File: src/sv/mm_pkg.sv
package mm_pkg;

    // Field widths of the item, result and configuration channels.
    localparam int ELEM_W    = 16;
    localparam int VALUE_W   = 35;
    localparam int OUT_IDX_W = 3;
    localparam int CFG_W     = 4;
    localparam int CFG_IDX_W = 2;

    // Configuration register indexes.
    localparam logic [CFG_IDX_W-1:0] REG_ROWS_A    = 2'd0;
    localparam logic [CFG_IDX_W-1:0] REG_INNER_DIM = 2'd1;
    localparam logic [CFG_IDX_W-1:0] REG_COLS_B    = 2'd2;

    // Limits of the signed Q19.16 result.
    localparam logic signed [63:0] VALUE_MAX = 64'sd17179869183;
    localparam logic signed [63:0] VALUE_MIN = -64'sd17179869184;

    // Control that travels with one operand pair into the MAC.
    typedef struct packed {
        logic valid;
        logic first;
    } mac_ctrl_t;

endpackage

File: src/sv/mm_ram.sv
module mm_ram #(
    parameter int WIDTH = 16,
    parameter int DEPTH = 64
) (
    input  logic                     clk,
    input  logic                     wr_en,
    input  logic [$clog2(DEPTH)-1:0] wr_addr,
    input  logic [WIDTH-1:0]         wr_data,
    input  logic                     rd_en,
    input  logic [$clog2(DEPTH)-1:0] rd_addr,
    output logic [WIDTH-1:0]         rd_data
);

    logic [WIDTH-1:0] mem [DEPTH];

    // One write port and one read port with registered read data.
    always_ff @(posedge clk)
    begin
        if (wr_en)
        begin
            mem[wr_addr] <= wr_data;
        end
        if (rd_en)
        begin
            rd_data <= mem[rd_addr];
        end
    end

endmodule

File: src/sv/mm_mac.sv
module mm_mac import mm_pkg::*; #(
    parameter int ACC_W = 36
) (
    input  logic                      clk,
    input  logic                      rst_n,
    input  mac_ctrl_t                 ctrl,
    input  logic signed [ELEM_W-1:0]  a,
    input  logic signed [ELEM_W-1:0]  b,
    output logic                      busy,
    output logic signed [VALUE_W-1:0] sum
);

    localparam logic signed [ACC_W-1:0] SAT_HI = ACC_W'(VALUE_MAX);
    localparam logic signed [ACC_W-1:0] SAT_LO = ACC_W'(VALUE_MIN);

    logic signed [2*ELEM_W-1:0] prod_reg;
    logic signed [2*ELEM_W-1:0] prod_next;
    mac_ctrl_t                  pctrl_reg;
    logic signed [ACC_W-1:0]    acc_reg;
    logic signed [ACC_W-1:0]    acc_next;
    logic signed [ACC_W-1:0]    prod_ext;

    // Multiply stage, then accumulate stage on the registered product.
    always_comb
    begin
        prod_next = a * b;
        prod_ext  = {{(ACC_W-2*ELEM_W){prod_reg[2*ELEM_W-1]}}, prod_reg};
        acc_next  = acc_reg;
        if (pctrl_reg.valid)
        begin
            acc_next = pctrl_reg.first ? prod_ext : acc_reg + prod_ext;
        end
    end

    always_ff @(posedge clk or negedge rst_n)
    begin
        if (!rst_n)
        begin
            pctrl_reg <= '0;
        end
        else
        begin
            pctrl_reg <= ctrl;
        end
    end

    always_ff @(posedge clk)
    begin
        prod_reg <= prod_next;
        acc_reg  <= acc_next;
    end

    // Clamp the running sum to the result range.
    always_comb
    begin
        if (acc_reg > SAT_HI)
        begin
            sum = VALUE_W'(SAT_HI);
        end
        else if (acc_reg < SAT_LO)
        begin
            sum = VALUE_W'(SAT_LO);
        end
        else
        begin
            sum = VALUE_W'(acc_reg);
        end
    end

    assign busy = pctrl_reg.valid;

endmodule

File: src/sv/matrix_multiply_top.sv
// Fixed-point matrix product A times B.
// Set rows_a, inner_dim and cols_b on the configuration port (index 0, 1, 2)
// while the block is idle; a value of 0 acts as 1 and one above MAX_DIM acts
// as MAX_DIM, and every write to one of these three restarts loading. Then
// send the elements of A and after them those of B, one signed Q8.8 item
// each, row-major, on the in_valid/in_stall channel. After the last element
// of B, the product comes out in row-major order on out_valid/out_stall, with
// row and column on every element and out_last on the final one. Each result
// goes through the one shared multiply-accumulate unit, inner_dim operand
// pairs at one product per cycle from the two store read ports; then the
// unit's pipeline drains and the result is handed over.
// The block takes no item while it computes or holds a result; a stall on
// the output simply holds the result and the sequencer waits. Reset sets all
// dimensions to 1 and returns the block to loading with nothing taken.
module matrix_multiply_top import mm_pkg::*; #(
    parameter int MAX_DIM = 8
) (
    input  logic                        clk,
    input  logic                        rst_n,
    input  logic                        cfg_valid,
    output logic                        cfg_ready,
    input  logic [CFG_IDX_W-1:0]        cfg_index,
    input  logic [CFG_W-1:0]            cfg_data,
    input  logic                        in_valid,
    output logic                        in_stall,
    input  logic signed [ELEM_W-1:0]    elem_value,
    output logic                        out_valid,
    input  logic                        out_stall,
    output logic [OUT_IDX_W-1:0]        out_row,
    output logic [OUT_IDX_W-1:0]        out_col,
    output logic signed [VALUE_W-1:0]   out_value,
    output logic                        out_last
);

    localparam int IDX_W   = $clog2(MAX_DIM);
    localparam int DIM_W   = $clog2(MAX_DIM + 1);
    localparam int DEPTH   = MAX_DIM * MAX_DIM;
    localparam int ADDR_W  = $clog2(DEPTH);
    localparam int ACC_RAW = 2 * ELEM_W + $clog2(MAX_DIM) + 1;
    localparam int ACC_W   = (ACC_RAW > VALUE_W) ? ACC_RAW : VALUE_W + 1;

    typedef enum logic [3:0] {
        S_LOAD  = 4'b0001,
        S_ISSUE = 4'b0010,
        S_DRAIN = 4'b0100,
        S_OUT   = 4'b1000
    } state_t;

    function automatic logic [DIM_W-1:0] clamp_dim(input logic [CFG_W-1:0] v);
        if (v == '0)
        begin
            return DIM_W'(1);
        end
        if (32'(v) > MAX_DIM)
        begin
            return DIM_W'(MAX_DIM);
        end
        return DIM_W'(v);
    endfunction

    function automatic logic [ADDR_W-1:0] addr_of(input logic [IDX_W-1:0] row,
                                                   input logic [IDX_W-1:0] col);
        return ADDR_W'(32'(row) * MAX_DIM + 32'(col));
    endfunction

    state_t              state_reg, state_next;
    logic [CFG_W-1:0]    rows_a_reg, rows_a_next;
    logic [CFG_W-1:0]    inner_dim_reg, inner_dim_next;
    logic [CFG_W-1:0]    cols_b_reg, cols_b_next;
    logic                ld_phase_b_reg, ld_phase_b_next;
    logic [IDX_W-1:0]    ld_row_reg, ld_row_next;
    logic [IDX_W-1:0]    ld_col_reg, ld_col_next;
    logic [IDX_W-1:0]    cr_reg, cr_next;
    logic [IDX_W-1:0]    cc_reg, cc_next;
    logic [IDX_W-1:0]    ck_reg, ck_next;
    mac_ctrl_t           issue_ctrl_reg, issue_ctrl_next;
    logic [OUT_IDX_W-1:0] out_row_reg, out_row_next;
    logic [OUT_IDX_W-1:0] out_col_reg, out_col_next;
    logic signed [VALUE_W-1:0] out_value_reg, out_value_next;
    logic                out_last_reg, out_last_next;

    logic [IDX_W-1:0]    ra_last;
    logic [IDX_W-1:0]    id_last;
    logic [IDX_W-1:0]    cb_last;
    logic                in_acc;
    logic                cfg_hit;
    logic                wr_a_en;
    logic                wr_b_en;
    logic [ADDR_W-1:0]   wr_addr;
    logic                rd_en;
    logic [ADDR_W-1:0]   rd_addr_a;
    logic [ADDR_W-1:0]   rd_addr_b;
    logic [ELEM_W-1:0]   rd_data_a;
    logic [ELEM_W-1:0]   rd_data_b;
    logic                mac_busy;
    logic                pipe_busy;
    logic signed [VALUE_W-1:0] mac_sum;

    // Effective dimensions, as last-index values.
    assign ra_last = IDX_W'(clamp_dim(rows_a_reg) - DIM_W'(1));
    assign id_last = IDX_W'(clamp_dim(inner_dim_reg) - DIM_W'(1));
    assign cb_last = IDX_W'(clamp_dim(cols_b_reg) - DIM_W'(1));

    assign cfg_ready = 1'b1;
    assign in_stall  = (state_reg != S_LOAD);
    assign in_acc    = in_valid && (state_reg == S_LOAD);
    assign pipe_busy = issue_ctrl_reg.valid || mac_busy;
    assign rd_en     = (state_reg == S_ISSUE);
    assign rd_addr_a = addr_of(cr_reg, ck_reg);
    assign rd_addr_b = addr_of(ck_reg, cc_reg);
    assign wr_addr   = addr_of(ld_row_reg, ld_col_reg);
    assign wr_a_en   = in_acc && !ld_phase_b_reg;
    assign wr_b_en   = in_acc && ld_phase_b_reg;

    // Sequencer: load counters, compute counters and result register.
    always_comb
    begin
        state_next      = state_reg;
        rows_a_next     = rows_a_reg;
        inner_dim_next  = inner_dim_reg;
        cols_b_next     = cols_b_reg;
        ld_phase_b_next = ld_phase_b_reg;
        ld_row_next     = ld_row_reg;
        ld_col_next     = ld_col_reg;
        cr_next         = cr_reg;
        cc_next         = cc_reg;
        ck_next         = ck_reg;
        issue_ctrl_next = '0;
        out_row_next    = out_row_reg;
        out_col_next    = out_col_reg;
        out_value_next  = out_value_reg;
        out_last_next   = out_last_reg;
        cfg_hit         = 1'b0;

        case (state_reg)
            S_LOAD:
            begin
                if (in_acc)
                begin
                    if (!ld_phase_b_reg)
                    begin
                        // Walking A: inner_dim columns per row, rows_a rows.
                        if (ld_col_reg == id_last)
                        begin
                            ld_col_next = '0;
                            if (ld_row_reg == ra_last)
                            begin
                                ld_row_next     = '0;
                                ld_phase_b_next = 1'b1;
                            end
                            else
                            begin
                                ld_row_next = ld_row_reg + 1'b1;
                            end
                        end
                        else
                        begin
                            ld_col_next = ld_col_reg + 1'b1;
                        end
                    end
                    else
                    begin
                        // Walking B: cols_b columns per row, inner_dim rows.
                        if (ld_col_reg == cb_last)
                        begin
                            ld_col_next = '0;
                            if (ld_row_reg == id_last)
                            begin
                                ld_row_next     = '0;
                                ld_phase_b_next = 1'b0;
                                cr_next         = '0;
                                cc_next         = '0;
                                ck_next         = '0;
                                state_next      = S_ISSUE;
                            end
                            else
                            begin
                                ld_row_next = ld_row_reg + 1'b1;
                            end
                        end
                        else
                        begin
                            ld_col_next = ld_col_reg + 1'b1;
                        end
                    end
                end
            end
            S_ISSUE:
            begin
                // One operand pair per cycle into the MAC.
                issue_ctrl_next.valid = 1'b1;
                issue_ctrl_next.first = (ck_reg == '0);
                if (ck_reg == id_last)
                begin
                    ck_next    = '0;
                    state_next = S_DRAIN;
                end
                else
                begin
                    ck_next = ck_reg + 1'b1;
                end
            end
            S_DRAIN:
            begin
                if (!pipe_busy)
                begin
                    out_row_next   = OUT_IDX_W'(cr_reg);
                    out_col_next   = OUT_IDX_W'(cc_reg);
                    out_value_next = mac_sum;
                    out_last_next  = (cr_reg == ra_last) && (cc_reg == cb_last);
                    state_next     = S_OUT;
                end
            end
            S_OUT:
            begin
                if (!out_stall)
                begin
                    if (out_last_reg)
                    begin
                        cr_next    = '0;
                        cc_next    = '0;
                        state_next = S_LOAD;
                    end
                    else
                    begin
                        if (cc_reg == cb_last)
                        begin
                            cc_next = '0;
                            cr_next = cr_reg + 1'b1;
                        end
                        else
                        begin
                            cc_next = cc_reg + 1'b1;
                        end
                        ck_next    = '0;
                        state_next = S_ISSUE;
                    end
                end
            end
            default:
            begin
                state_next = S_LOAD;
            end
        endcase

        // Register writes; any known register restarts loading.
        if (cfg_valid)
        begin
            case (cfg_index)
                REG_ROWS_A:
                begin
                    rows_a_next = cfg_data;
                    cfg_hit     = 1'b1;
                end
                REG_INNER_DIM:
                begin
                    inner_dim_next = cfg_data;
                    cfg_hit        = 1'b1;
                end
                REG_COLS_B:
                begin
                    cols_b_next = cfg_data;
                    cfg_hit     = 1'b1;
                end
                default:
                begin
                    cfg_hit = 1'b0;
                end
            endcase
            if (cfg_hit)
            begin
                ld_phase_b_next = 1'b0;
                ld_row_next     = '0;
                ld_col_next     = '0;
            end
        end
    end

    always_ff @(posedge clk or negedge rst_n)
    begin
        if (!rst_n)
        begin
            state_reg      <= S_LOAD;
            rows_a_reg     <= CFG_W'(1);
            inner_dim_reg  <= CFG_W'(1);
            cols_b_reg     <= CFG_W'(1);
            ld_phase_b_reg <= 1'b0;
            ld_row_reg     <= '0;
            ld_col_reg     <= '0;
            cr_reg         <= '0;
            cc_reg         <= '0;
            ck_reg         <= '0;
            issue_ctrl_reg <= '0;
        end
        else
        begin
            state_reg      <= state_next;
            rows_a_reg     <= rows_a_next;
            inner_dim_reg  <= inner_dim_next;
            cols_b_reg     <= cols_b_next;
            ld_phase_b_reg <= ld_phase_b_next;
            ld_row_reg     <= ld_row_next;
            ld_col_reg     <= ld_col_next;
            cr_reg         <= cr_next;
            cc_reg         <= cc_next;
            ck_reg         <= ck_next;
            issue_ctrl_reg <= issue_ctrl_next;
        end
    end

    // Result payload.
    always_ff @(posedge clk)
    begin
        out_row_reg   <= out_row_next;
        out_col_reg   <= out_col_next;
        out_value_reg <= out_value_next;
        out_last_reg  <= out_last_next;
    end

    assign out_valid = (state_reg == S_OUT);
    assign out_row   = out_row_reg;
    assign out_col   = out_col_reg;
    assign out_value = out_value_reg;
    assign out_last  = out_last_reg;

    // Element stores for A and B.
    mm_ram #(
        .WIDTH (ELEM_W),
        .DEPTH (DEPTH)
    ) u_store_a (
        .clk     (clk),
        .wr_en   (wr_a_en),
        .wr_addr (wr_addr),
        .wr_data (elem_value),
        .rd_en   (rd_en),
        .rd_addr (rd_addr_a),
        .rd_data (rd_data_a)
    );

    mm_ram #(
        .WIDTH (ELEM_W),
        .DEPTH (DEPTH)
    ) u_store_b (
        .clk     (clk),
        .wr_en   (wr_b_en),
        .wr_addr (wr_addr),
        .wr_data (elem_value),
        .rd_en   (rd_en),
        .rd_addr (rd_addr_b),
        .rd_data (rd_data_b)
    );

    // Shared multiply-accumulate unit.
    mm_mac #(
        .ACC_W (ACC_W)
    ) u_mac (
        .clk   (clk),
        .rst_n (rst_n),
        .ctrl  (issue_ctrl_reg),
        .a     (rd_data_a),
        .b     (rd_data_b),
        .busy  (mac_busy),
        .sum   (mac_sum)
    );

`ifndef ASSERT_OFF
    // No item is taken while a result is on offer.
    a_out_blocks_in: assert property (@(posedge clk) disable iff (!rst_n)
        out_valid |-> in_stall)
        else $error("item accepted while a result is pending");

    // Handing over the final result reopens the input.
    a_last_reopens: assert property (@(posedge clk) disable iff (!rst_n)
        (out_valid && !out_stall && out_last) |=> !in_stall)
        else $error("input not reopened after final result");

    // Operand pairs enter the MAC only from the issue phase.
    a_issue_origin: assert property (@(posedge clk) disable iff (!rst_n)
        issue_ctrl_reg.valid |-> $past(state_reg == S_ISSUE))
        else $error("MAC fed outside the issue phase");

    // A result is captured only after the MAC pipeline has drained.
    a_drained: assert property (@(posedge clk) disable iff (!rst_n)
        $rose(out_valid) |-> $past(!pipe_busy))
        else $error("result captured before MAC drained");
`endif

endmodule

File: config.mk
export PLATFORM = sky130hd
export DESIGN_NAME = matrix_multiply_top
export DESIGN_NICKNAME = d
export VERILOG_FILES = /design/src/sv/mm_pkg.sv /design/src/sv/mm_ram.sv /design/src/sv/mm_mac.sv /design/src/sv/matrix_multiply_top.sv
export SDC_FILE = /design/constraint.sdc
export NUM_CORES = 2
export LEC_CHECK = 0
export CORE_MARGIN = 2
export CORE_UTILIZATION = 60
export CTS_CLUSTER_DIAMETER = 200
export DETAILED_ROUTE_END_ITERATION = 10
export DONT_BUFFER_PORTS = 1
export GPL_ROUTABILITY_DRIVEN = 0
export PLACE_DENSITY = 0.84
export SYNTH_ARGS = -nofsm -noshare
export SYNTH_HDL_FRONTEND = slang
export SYNTH_SLANG_ARGS = --single-unit
File: constraint.sdc
create_clock -name clk -period 10.7 [get_ports clk]
set_input_delay 2.14 -clock clk [delete_from_list [all_inputs] [get_ports clk]]
set_output_delay 2.14 -clock clk [all_outputs]
set_load 0.005 [all_outputs]
* After elaboration in Yosys (flattened, before gate mapping)
Memories as Yosys holds them, arrays and structs flattened. A register that Yosys moved wholly into a read port is not among the register bits.
Index checks and enable logic that the tools add are counted.
** Word-level totals
- Logic and storage cells :: 166
- Memory bits (read-only) :: 0
- Bits in writable memories :: 2048
- Bits in latches :: 0
- Memories :: 2
- Register bits after elaboration :: 146
** Memory list
- u_store_a.mem :: words 64, width 16, read ports 1, clocked after memory_dff 1, write ports 1, RTL line mm_ram.sv:14 : logic [WIDTH-1:0] mem [DEPTH];
- u_store_b.mem :: words 64, width 16, read ports 1, clocked after memory_dff 1, write ports 1, RTL line mm_ram.sv:14
** Operators by class
- Bitwise operators :: 1
- Div/mod/pow operators :: 0
- Shift operators :: 0
- $lt $le $gt $ge :: 5
- Reductions and logical operators :: 22
- Add/subtract/negate cells :: 12
- Mux-type cells :: 80
- Eq/ne operators :: 23
- Multipliers :: 1
** Operators with widths (count)
- 2-to-1 mux 3 bit :: 41
- adder 36 x 32 -> 36 bit :: 1
- > comparator 36 x 35 -> 1 bit (second input constant) :: 1
- < comparator 36 x 35 -> 1 bit (second input constant) :: 1
- 2-to-1 mux 36 bit :: 1
- 2-to-1 mux 35 bit :: 1
- multiplier 16 x 16 -> 32 bit :: 1
- 2-to-1 mux 4 bit :: 7
- 2-to-1 mux 1 bit :: 24
- == test 3 bit :: 7
- AND reduction 7 bit :: 3
- adder 6 x 3 -> 6 bit :: 3
- case mux 4 bit (4 select lines) :: 1
- adder 3 x 1 -> 3 bit (second input constant) :: 5
- > comparator 4 bit (second input constant) :: 3
- logical NOT 4 bit :: 3
- case mux 3 bit (2 select lines) :: 2
- inequality test 2 bit (second input constant) :: 5
- case mux 3 bit (3 select lines) :: 1
- subtractor 3 x 1 -> 3 bit (second input constant) :: 3
- AND reduction 2 bit :: 4
- inequality test 2 x 1 -> 1 bit (second input constant) :: 3
- AND reduction 6 bit :: 1
- == test 4 x 1 -> 1 bit (second input constant) :: 1
- other kinds (17) :: 21

* Longest topological paths before layout
- Depth after elaboration :: 14
- Mapped depth :: 23
- Depth with buffers taken out :: 22

* By module
A second synthesis with hierarchy kept.
** Second synthesis, totals
- Cell total of the unflattened synthesis :: 5482
- Area total of the unflattened synthesis :: 98125.4 um^2
** By module, submodules not included
- mm_ram (u_store_b) :: instances 1, area an instance 40202.3 um^2, seq. area each 31230.0 um^2, cells an instance 1829
- mm_ram (u_store_a) :: instances 1, area an instance 40179.8 um^2, seq. area each 31230.0 um^2, cells an instance 1828
- mm_mac :: instances 1, area an instance 14274.9 um^2, seq. area each 1771.7 um^2, cells an instance 1565
- matrix_multiply_top :: instances 1, area an instance 3468.3 um^2, seq. area each 2117.0 um^2, cells an instance 260

* Worst setup path after synthesis
OpenSTA, ideal clock, no wires.
- Path kind :: register to register
- Start point :: reg u_store_a.rd_data[15] (read register of u_store_a.mem)
- End point :: reg u_mac.prod_reg[31]
- Stages on the path, launching flop included :: 22
- Path slack :: 4.747 ns
- Data arrival time :: 5.813 ns
- Clock period less this slack :: 5.953 ns
- Library setup time :: 0.140 ns
- Buffers on the path :: 2
- Cells stage by stage :: edfxtp_1 -> clkbuf_1 -> nand2_1 -> inv_1 -> fa_1 -> fa_1 -> inv_1 -> fa_1 -> inv_1 -> fa_1 -> fa_1 -> inv_1 -> fa_1 -> inv_1 -> ha_1 -> clkbuf_1 -> a21o_1 -> a21o_1 -> a21o_1 -> and3_1 -> a2111oi_0 -> o211ai_1
** On the way
- Word-level cells in the longest chain between the ends :: 1
** Ends and longest elaborated chain
- start: declaration :: RTL line mm_ram.sv:11 : output logic [WIDTH-1:0] rd_data
- multiplier 16 x 16 -> 32 bit :: RTL line mm_mac.sv:26 : prod_next = a * b;
- net u_mac.prod_next[31] :: RTL line mm_mac.sv:17 : logic signed [2*ELEM_W-1:0] prod_next;
- end signal: assignment :: RTL line mm_mac.sv:49 : prod_reg <= prod_next;
- end: declaration :: RTL line mm_mac.sv:16 : logic signed [2*ELEM_W-1:0] prod_reg;
The timed path passes the listed nets, and every way through them passes these cells.
A chain may end at the register's enable or synchronous reset.

* Worst setup path after layout
- Start point :: reg u_store_a.rd_data[7] (read register of u_store_a.mem)
- End point :: reg u_mac.prod_reg[30]
The elaborated chain is that of the path after synthesis.

==> results.md <==
- Slew Limit Fails: 0
- Tot GR Track Use: 32.8%
- Drt wl/cell: 35.6 um
- Routed WL: 264000 um
- Top post-synthesis cells by count: edfxtp_1, mux4_2, inv_1, fa_1, nand2_1
- Worst slew margin: 17.0%
- Synth warnings: 0
- Crit-path most repeated cell: fa_1
- Slowest CP cell: edfxtp_1
- Layer with the highest usage: met2
- Clock transition at path regs: 70 ps
- Top delay family on crit path: adder cells
- TritonCTS clock tree: built
- Worst setup path start: u_store_a.rd_data[7]
- # Post-CTS Setup Buffers: 0
- Startpoint type of the worst setup path: flip-flop
- Crit path kind: reg -> reg
- CP Buf/Inv Count: 5
- DR vias/cell: 7.08
- Dpl hpwl: 142000 um
- CP required: 11420 ps
- Slowest Stage Delay on Critical Path: 860 ps
- # nets final: 5484
- # port buffers: 0
- Dominant synthesized flop cell: edfxtp_1
- Endpoint of the worst register-to-register path: u_mac.prod_reg[30]
- Final setup fails: 0
- Max cap viols: 0
- F_max: 149 MHz
- Width of the die: 406 um
- Cell area after layout: 0.107 mm2
- Met3 Use GR: 9.28%
- Library cells used by synthesis: 84
- Clock Tree Root: clkbuf_16
- Core ar.: 0.161 mm2
- Top cells by area, synth: edfxtp_1, mux4_2, fa_1
- First drt pass iteration count: 9
- Syn Nets: 5361
- Top-area cell type share of the netlist area: 66.9%
- Yosys top cell by area: edfxtp_1
- Count leader, synth: edfxtp_1
- P&R area growth vs syn: 9.99%
- GR Util met2: 49.8%
- RSZ-0062 raised after global routing: no
- Critical R2R Launch: u_store_a.rd_data[7]
- EDFF count, synth: 2158
- WP depth: 20
- Starting Density: 60.4%
- Num rows: 147
- Crit path to: u_mac.prod_reg[30]
- H-tree depth: 4
- Hold Vio Cnt, Final: 0
- Outcome: completed
- Total global routing overflow: 0
- Vias: 52400
- Final min period: 6700 ps
- Num CTS Buffers: 207
- Iter 0 DRT Violations: 9521
- Post-cts gate resize count: 0
- Post-synthesis sequential area ratio: 68.5%
- Synthesized cell area: 0.0969 mm2
- Cells after synthesis: 4945
- Synth Area per Inst: 19.6 um2
- Worst skew pair latency: 850 ps
- First-pass GRT wire length: 383000 um
- Initial antenna violation count: 22
- Drc violations: 0
- Worst Path Max Fanout: 16
- Largest net degree at the start of global routing: 129
- R2R depth: 20
- CP Cell Sequence: nand2_1 -> fa_1 -> inv_1 -> fa_1 -> inv_1 -> fa_1 -> inv_1 -> fa_1 -> fa_1 -> inv_1 -> fa_1 -> inv_1 -> ha_1 -> and3_1 -> and3_1 -> o211ai_1 -> a31oi_1 -> a211oi_1 -> o21bai_1 -> xor2_1
- Cts hold-fix bufs: 0
- Placed cell areas: 0.0998 mm2
- I/O pin cnt: 72
- Maximum buffer depth of the clock tree: 3
- CP Capture Type: flip-flop
- Period utilization: 62.6%
- Met1 GRT Util: 45.0%
- Worst-margin pin slew: 1240 ps
- Die Area: 0.165 mm2
- HP Class: reg -> reg
- Clock skew: 34.8 ps
- Async S/R FF share, synth: 1.62%
- Synth Register Bits: 2226
- Setup TNS: 0 ps
- Worst EP arrival: 7420 ps
- Share of post-route cells with drive strength above 1: 22.8%
- Vias in the first global route: 52200
- ANT nets after route: 0
- Chip Height: 406 um
- Clk sinks: 2226
- Reg2Reg Setup Slack: 4000 ps
==> through the flow <==
| step | util [%] | hold WS (ps) | worst slack (ps) | std cells |
|---|---|---|---|---|
| after CTS | 66.4 | 377 | 4130 | 7400 |
| after floorplan | - | 331 | 4750 | 4945 |
| after global routing | 66.4 | 383 | 3870 | 7400 |
| after detailed placement | 62.2 | 340 | 4260 | 7019 |
| final | 66.4 | 383 | 4000 | 7406 |
| after global placement | 62.2 | 335 | 4360 | 7019 |
==> how the worst min path moves through the flow <==
| stage | cells after the start | to | startpoint |
|---|---|---|---|
| after floorplan | 0 | u_mac.pctrl_reg[0] | issue_ctrl_reg[0] |
| after global placement | 0 | u_mac.pctrl_reg[0] | issue_ctrl_reg[0] |
| after detailed placement | 0 | u_mac.pctrl_reg[0] | issue_ctrl_reg[0] |
| after CTS | 0 | u_mac.pctrl_reg[0] | issue_ctrl_reg[0] |
| after global routing | 0 | u_mac.pctrl_reg[0] | issue_ctrl_reg[0] |
| final | 0 | u_mac.pctrl_reg[0] | issue_ctrl_reg[0] |
==> area by class of cell <==
| cell class | count | area (um2) |
|---|---|---|
| flip-flops and latches | 2226 | 66400 |
| fillers | 9075 | 54000 |
| multi-input cells | 2151 | 28300 |
| clock buffers | 254 | 5600 |
| well taps | 2160 | 2700 |
| inverters | 341 | 1280 |
| clock inverters | 127 | 1160 |
| repair buffers | 141 | 1120 |
| diodes | 6 | 15.0 |
==> metal layers <==
| metal | wire length (um) | up-vias |
|---|---|---|
| li1 | - | 19700 |
| met1 | 90200 | 26700 |
| met2 | 123000 | 5167 |
| met3 | 36600 | 880 |
| met4 | 14400 | 20 |
| met5 | 166 | - |
==> cells by family after synthesis <==
logic type / count (synthesis) / synth area share, %
other: 1 / 0.00387
xor gates and xnor gates: 72 / 0.709
adders and majority gates: 423 / 7.41
muxes: 694 / 15.9
and+or+nand+nor: 696 / 3.42
buffers and inverters: 568 / 2.35
AOI/OAI and AO/OA: 265 / 1.78
DFF: 2226 / 68.5
==> placed cells by master (no fill, tap or decap), types with 8 or more instances in the layout <==
| cell type | n |
|---|---|
| nand3_1 | 23 |
| nand3b_1 | 11 |
| nor3_1 | 19 |
| a21oi_1 | 61 |
| buf_4 | 136 |
| o21ai_0 | 66 |
| clkinvlp_4 | 14 |
| xor2_1 | 19 |
| and3_1 | 11 |
| dfrtp_1 | 23 |
| o31ai_1 | 8 |
| dfxtp_1 | 32 |
| a211oi_1 | 15 |
| nor2_2 | 17 |
| a21o_1 | 30 |
| and2_1 | 123 |
| nor2b_1 | 13 |
| nand2b_1 | 19 |
| nor2_1 | 186 |
| xnor2_1 | 49 |
| nand2_1 | 218 |
| maj3_1 | 34 |
| clkinv_4 | 8 |
| o21bai_1 | 12 |
| clkbuf_16 | 215 |
| inv_1 | 339 |
| clkinv_1 | 42 |
| fa_1 | 263 |
| o211ai_1 | 11 |
| bufinv_16 | 18 |
| clkinv_2 | 36 |
| a31oi_1 | 11 |
| mux2_2 | 17 |
| nor3b_1 | 9 |
| mux4_2 | 672 |
| edfxtp_1 | 2158 |
| ha_1 | 126 |
| clkbuf_1 | 31 |
Power is not shown: default switching activity piles up to over one toggle a cycle in this logic, so the estimate is an artifact.
